==> src/hw/rtl/tlca_ram.sv <==
// generic single write port, two read port ram with registered read
module tlca_ram #(
	parameter int Width = 8,
	parameter int Depth = 16,
	localparam int AddrW = (Depth > 1) ? $clog2(Depth) : 1
) (
	input  logic             clk,
	input  logic             we,
	input  logic [AddrW-1:0] waddr,
	input  logic [Width-1:0] wdata,
	input  logic [AddrW-1:0] raddr_a,
	output logic [Width-1:0] rdata_a,
	input  logic [AddrW-1:0] raddr_b,
	output logic [Width-1:0] rdata_b
);

	logic [Width-1:0] mem [Depth];

	always_ff @(posedge clk) begin
		if (we) begin
			mem[waddr] <= wdata;
		end
		rdata_a <= mem[raddr_a];
		rdata_b <= mem[raddr_b];
	end

endmodule

==> config.mk <==
export PLATFORM = sky130hd
export DESIGN_NAME = tlca_ram
export DESIGN_NICKNAME = d
export VERILOG_FILES = /design/src/hw/rtl/tlca_ram.sv
export SDC_FILE = /design/constraint.sdc
export NUM_CORES = 1
export LEC_CHECK = 0
export ABC_AREA = 1
export CORE_UTILIZATION = 58
export CTS_CLUSTER_SIZE = 10
export DETAILED_ROUTE_END_ITERATION = 7
export DONT_BUFFER_PORTS = 1
export PLACE_DENSITY = 0.76
export SKIP_LAST_GASP = 1
export SYNTH_ARGS = -nofsm -noshare
export SYNTH_HDL_FRONTEND = slang
export SYNTH_SLANG_ARGS = --single-unit
export TNS_END_PERCENT = 1
==> constraint.sdc <==
create_clock -name clk -period 1.1 [get_ports clk]
set_input_delay 0.22 -clock clk [delete_from_list [all_inputs] [get_ports clk]]
set_output_delay 0.22 -clock clk [all_outputs]
set_load 0.005 [all_outputs]
# Word level (Yosys, flattened, before mapping)
# Memories as Yosys holds them, arrays and structs flattened. A register that Yosys moved wholly into a read port is not among the register bits.
# Index checks and enable logic that the tools add are counted.
# Widths: inputs -> output; s select.
[word_totals]
reg_bits = 0
ram_bits = 128
input_bits = 22
output_inout_bits = 16
elab_cells = 3
n_memories = 1
[classes]
n_mux = 2
[memory_table]
columns = ["name", "depth", "width", "read_ports", "rd_ports_with_merged_regs", "wr", "line_no", "text"]
rows = [
  ["mem", 16, 8, 2, 2, 1, "17", "logic [Width-1:0] mem [Depth];"],
]
[op_table]
columns = ["cell", "count"]
rows = [
  ["$mux 1", 2],
]

# Longest topological paths before layout
[logic_depth]
ltp_word = 2
mapped_depth = 7
depth_no_buf = 6

# Worst setup path before layout
# OpenSTA, ideal clock, no wires.
[synth_timing]
path_type = "input-to-reg"
from = "in waddr[3]"
to = "mem mem[4][0] (enable)"
setup_time_ns = 0.370
arrival_ns = 0.801
t_required_ns = 0.730
setup_slack_ns = -0.071
path_stages = 2
n_path_buf = 0
path_cell_list = "nand3b_1 > nor2_1"
[synth_rtl]
columns = ["item", "line_no", "text"]
rows = [
  ["start: declaration", "9", "input logic [AddrW-1:0] waddr,"],
  ["end: declaration", "17", ""],
]
# Straight into the memory's write port.

# Worst setup path after layout
[layout_timing]
from = "in wdata[4]"
to = "mem mem[11][4] (data pin)"
[layout_rtl]
columns = ["item", "line_no", "text"]
rows = [
  ["start: declaration", "10", "input logic [Width-1:0] wdata,"],
]
# Straight into the memory's write port.

==> impl_results.md <==
- CP Capture Type: register
- PnR worst setup slack: -2.675 ps
- Via density: 5.804
- Num CTS Buffers: 17
- Final WL: 20.76 mm
- Synth unique cells: 13
- Post-synth EDFFs: 128
- Crit-path max cell delay: 1000 ps
- Synthesized cell area: 0.007259 mm2
- Area after DPL: 0.007467 mm2
- CTS root buf: clkbuf_16
- Clock skew: between 6 and 7 ps
- Critical path class: input port to register
- CP top delay family: buffers and inverters
- Die area: about 0.013 mm2
- Final std cells w/o fill: 1042
- Rows: 40
- Initial Utilization: 59.94%
- Synth area leader: edfxtp_1
- Clk_lat worst skew: between 400 and 500 ps
- Gate count of the mapped netlist: approximately 850
- Vias in the first global route: slightly below 6000
- First-pass GRT wire length: roughly 32 mm
- Avg WL per Cell: 19.92 um
- Actual slew at the worst max-slew pin: between 700 and 800 ps
- Post-route cell area: slightly above 0.008 mm2
- Post-DP HPWL: 13.35 mm
- Violated checks: hold timing, setup timing
- Most common cell in the synthesized netlist: nand2_1
- Post-synth ARST share: 0%
- Crit-path max FO: 16
- Largest cells by area after synthesis: edfxtp_1 (53%), nand3_1 (16%), nand2_1 (14%), inv_1 (6.9%), dfxtp_1 (4.4%)
- Setup Fix Bufs, Post-CTS: 0
- Worst path bufs/invs: 1
- Minimum clock period: 1103 ps
- Yosys reg bits: between 100 and 150
- DR pass1 iterations: 6
- Via count: ~6000
- Clock tree buffer depth: 2
- # IOs: 38
- Final-report hold violation count: 80
- CP required: approximately 1200 ps
- Final setup violating endpoints: 5
- Synth top area share: approximately 53%
- Die X: about 110 um
- Hold WC Path Type: input port to register
- VDD IR max: between 1000 and 1500 uV
- Max Cap Viol: 0
- Layout cells sized above 1: 8.124%
- Grt total ovfl: 0
- Status: complete, but fails checks
- DRT antenna net count: 0
- Cell Pwr Density: approximately 1600 mW/mm2
- Sequential-to-total area share from yosys stat: between 50% and 60%
- Ys flop type: edfxtp_1
- CTS tree: built
- IO Port Bufs: 0
- Crit share post-route: 100.2%
- Reg clk slew, reported paths: ~60 ps
- Fillers: ~1000
- H-tree levels: 4
- Setup crit start kind: input port
- Placed instance count: approximately 1000
- Post-synth top cells: nand2_1 (277), nand3_1 (225), inv_1 (134)
- Critical Path, Cell by Cell: dlygate4sd3_1
- Hold slack: -112.9 ps
- Antenna Cells: 0
- Per-instance average area after synthesis: between 8 and 9 um2
- Antenna violations before repair: 0
- CTS sink count: ~140
- Largest net degree at the start of global routing: 66
- First DRT Iteration DRCs: slightly above 800
- # nets final: roughly 900
- DRC viols: 0
- GP Congestion: around 0.89
- Final slew viol count: 0
- GR Util All Layers: about a third
- Area Overhead vs Synth: 11.62%
- Slew margin rel.: just over 50%
- Core Region: 0.01211 mm2
- Leak Pwr: roughly 3.7 nW
- Syn nets: slightly below 900
- Slowest CP cell: dlygate4sd3_1
- FMAX: roughly 900 MHz
- CTS Hold Bufs: 5
- Unrepaired setup endpoints after global routing: yes
- Yosys warns: 0
- Die H: between 100 and 150 um
- Crit path DAT: between 1000 and 1500 ps
flip-flops by register name, indices dropped and copies added (netlist names):
name / count
rdata_a: 8
rdata_b: 8
mem: 128
metrics by stage:
stage	setup slack (ps)	TNS, ps	util, %	total power, W
2_1_floorplan	-70.84	-6229	-	0.007046
3_3_place_gp	-72.23	-2308	61.65	0.007179
3_5_place_dp	-86.60	-2962	61.65	0.007206
4_1_cts	22.96	0	66.74	0.01259
5_1_grt	-22.34	-381.5	66.90	0.01296
6_report	-2.675	-9.220	66.90	0.01259
path summary, 6_finish.rpt:
| check | start | endpoint | slack [ps] | cells past startpoint |
|---|---|---|---|---|
| setup / recovery | wdata[4] | mem[11][4] | -3 | 1 |
| hold / removal | wdata[2] | mem[11][2] | -110 | 0 |
| setup reg to reg | mem[1][2] | rdata_b[2] | 10 | 6 |
| hold reg to reg | mem[12][7] | rdata_a[7] | 690 | 6 |
power breakdown:
group | leakage (nW) | internal [W] | switching [W]
logic | 2.08 | 0.000353 | 0.000635
clock network | 0.277 | 0.00326 | 0.00215
registers | 1.29 | 0.00612 | 0.0000722
total | 3.65 | 0.00973 | 0.00286
layer usage:
metal / vias to the layer above / wire length [um] / part of all wire [%] / GRT usage, %
met2: 405 / 9628 / 46 / 53.37
met3: 73 / 2497 / 12 / 9.777
li1: 2764 / - / - / -
met4: 0 / 960 / 4.6 / 19.65
met1: 2806 / 7671 / 37 / 42.71
met5: - / 0 / 0 / 0
logic make-up after synthesis:
family / share of synthesized area [%]
simple gates: 30.92
buf+inv: 11.72
flops: 57.36
area by class of cell:
| cell class | instances | area [um2] | area share [%] |
|---|---|---|---|
| Clock inverter | 8 | 51.30 | 0.6331 |
| Multi-Input combinational cell | 521 | 2265 | 27.95 |
| Clock buffer | 24 | 514.2 | 6.347 |
| Sequential cell | 144 | 4164 | 51.39 |
| Tap cell | 168 | 210.2 | 2.594 |
| Timing Repair Buffer | 39 | 380.4 | 4.694 |
| Inverter | 138 | 518.0 | 6.393 |
layout by cell type, fill, tap and decap left out:
cell           synthesis  routed
nand2_1              277     277
nand3_1              225     221
inv_1                134     134
edfxtp_1             128     128
buf_4                  4      28
clkbuf_16              0      19
nor2_1                17      17
dfxtp_1               16      16
buf_12                 0       6
dlygate4sd3_1          0       5
inv_2                  4       4
nand3_2                0       4
clkbuf_1               3       3
clkinv_2               0       3
nand3b_1               2       2
clkinvlp_4             0       2
clkbuf_8               0       2
inv_4                  0       2
clkinv_4               0       1
repair_timing:
action | CTS | global route
gates resized for setup | 0 | 4
setup endpoints to repair | 0 | 27
endpoints found under the hold margin | 143 | 80
No activity file was read; power rests on OpenSTA's default activity.
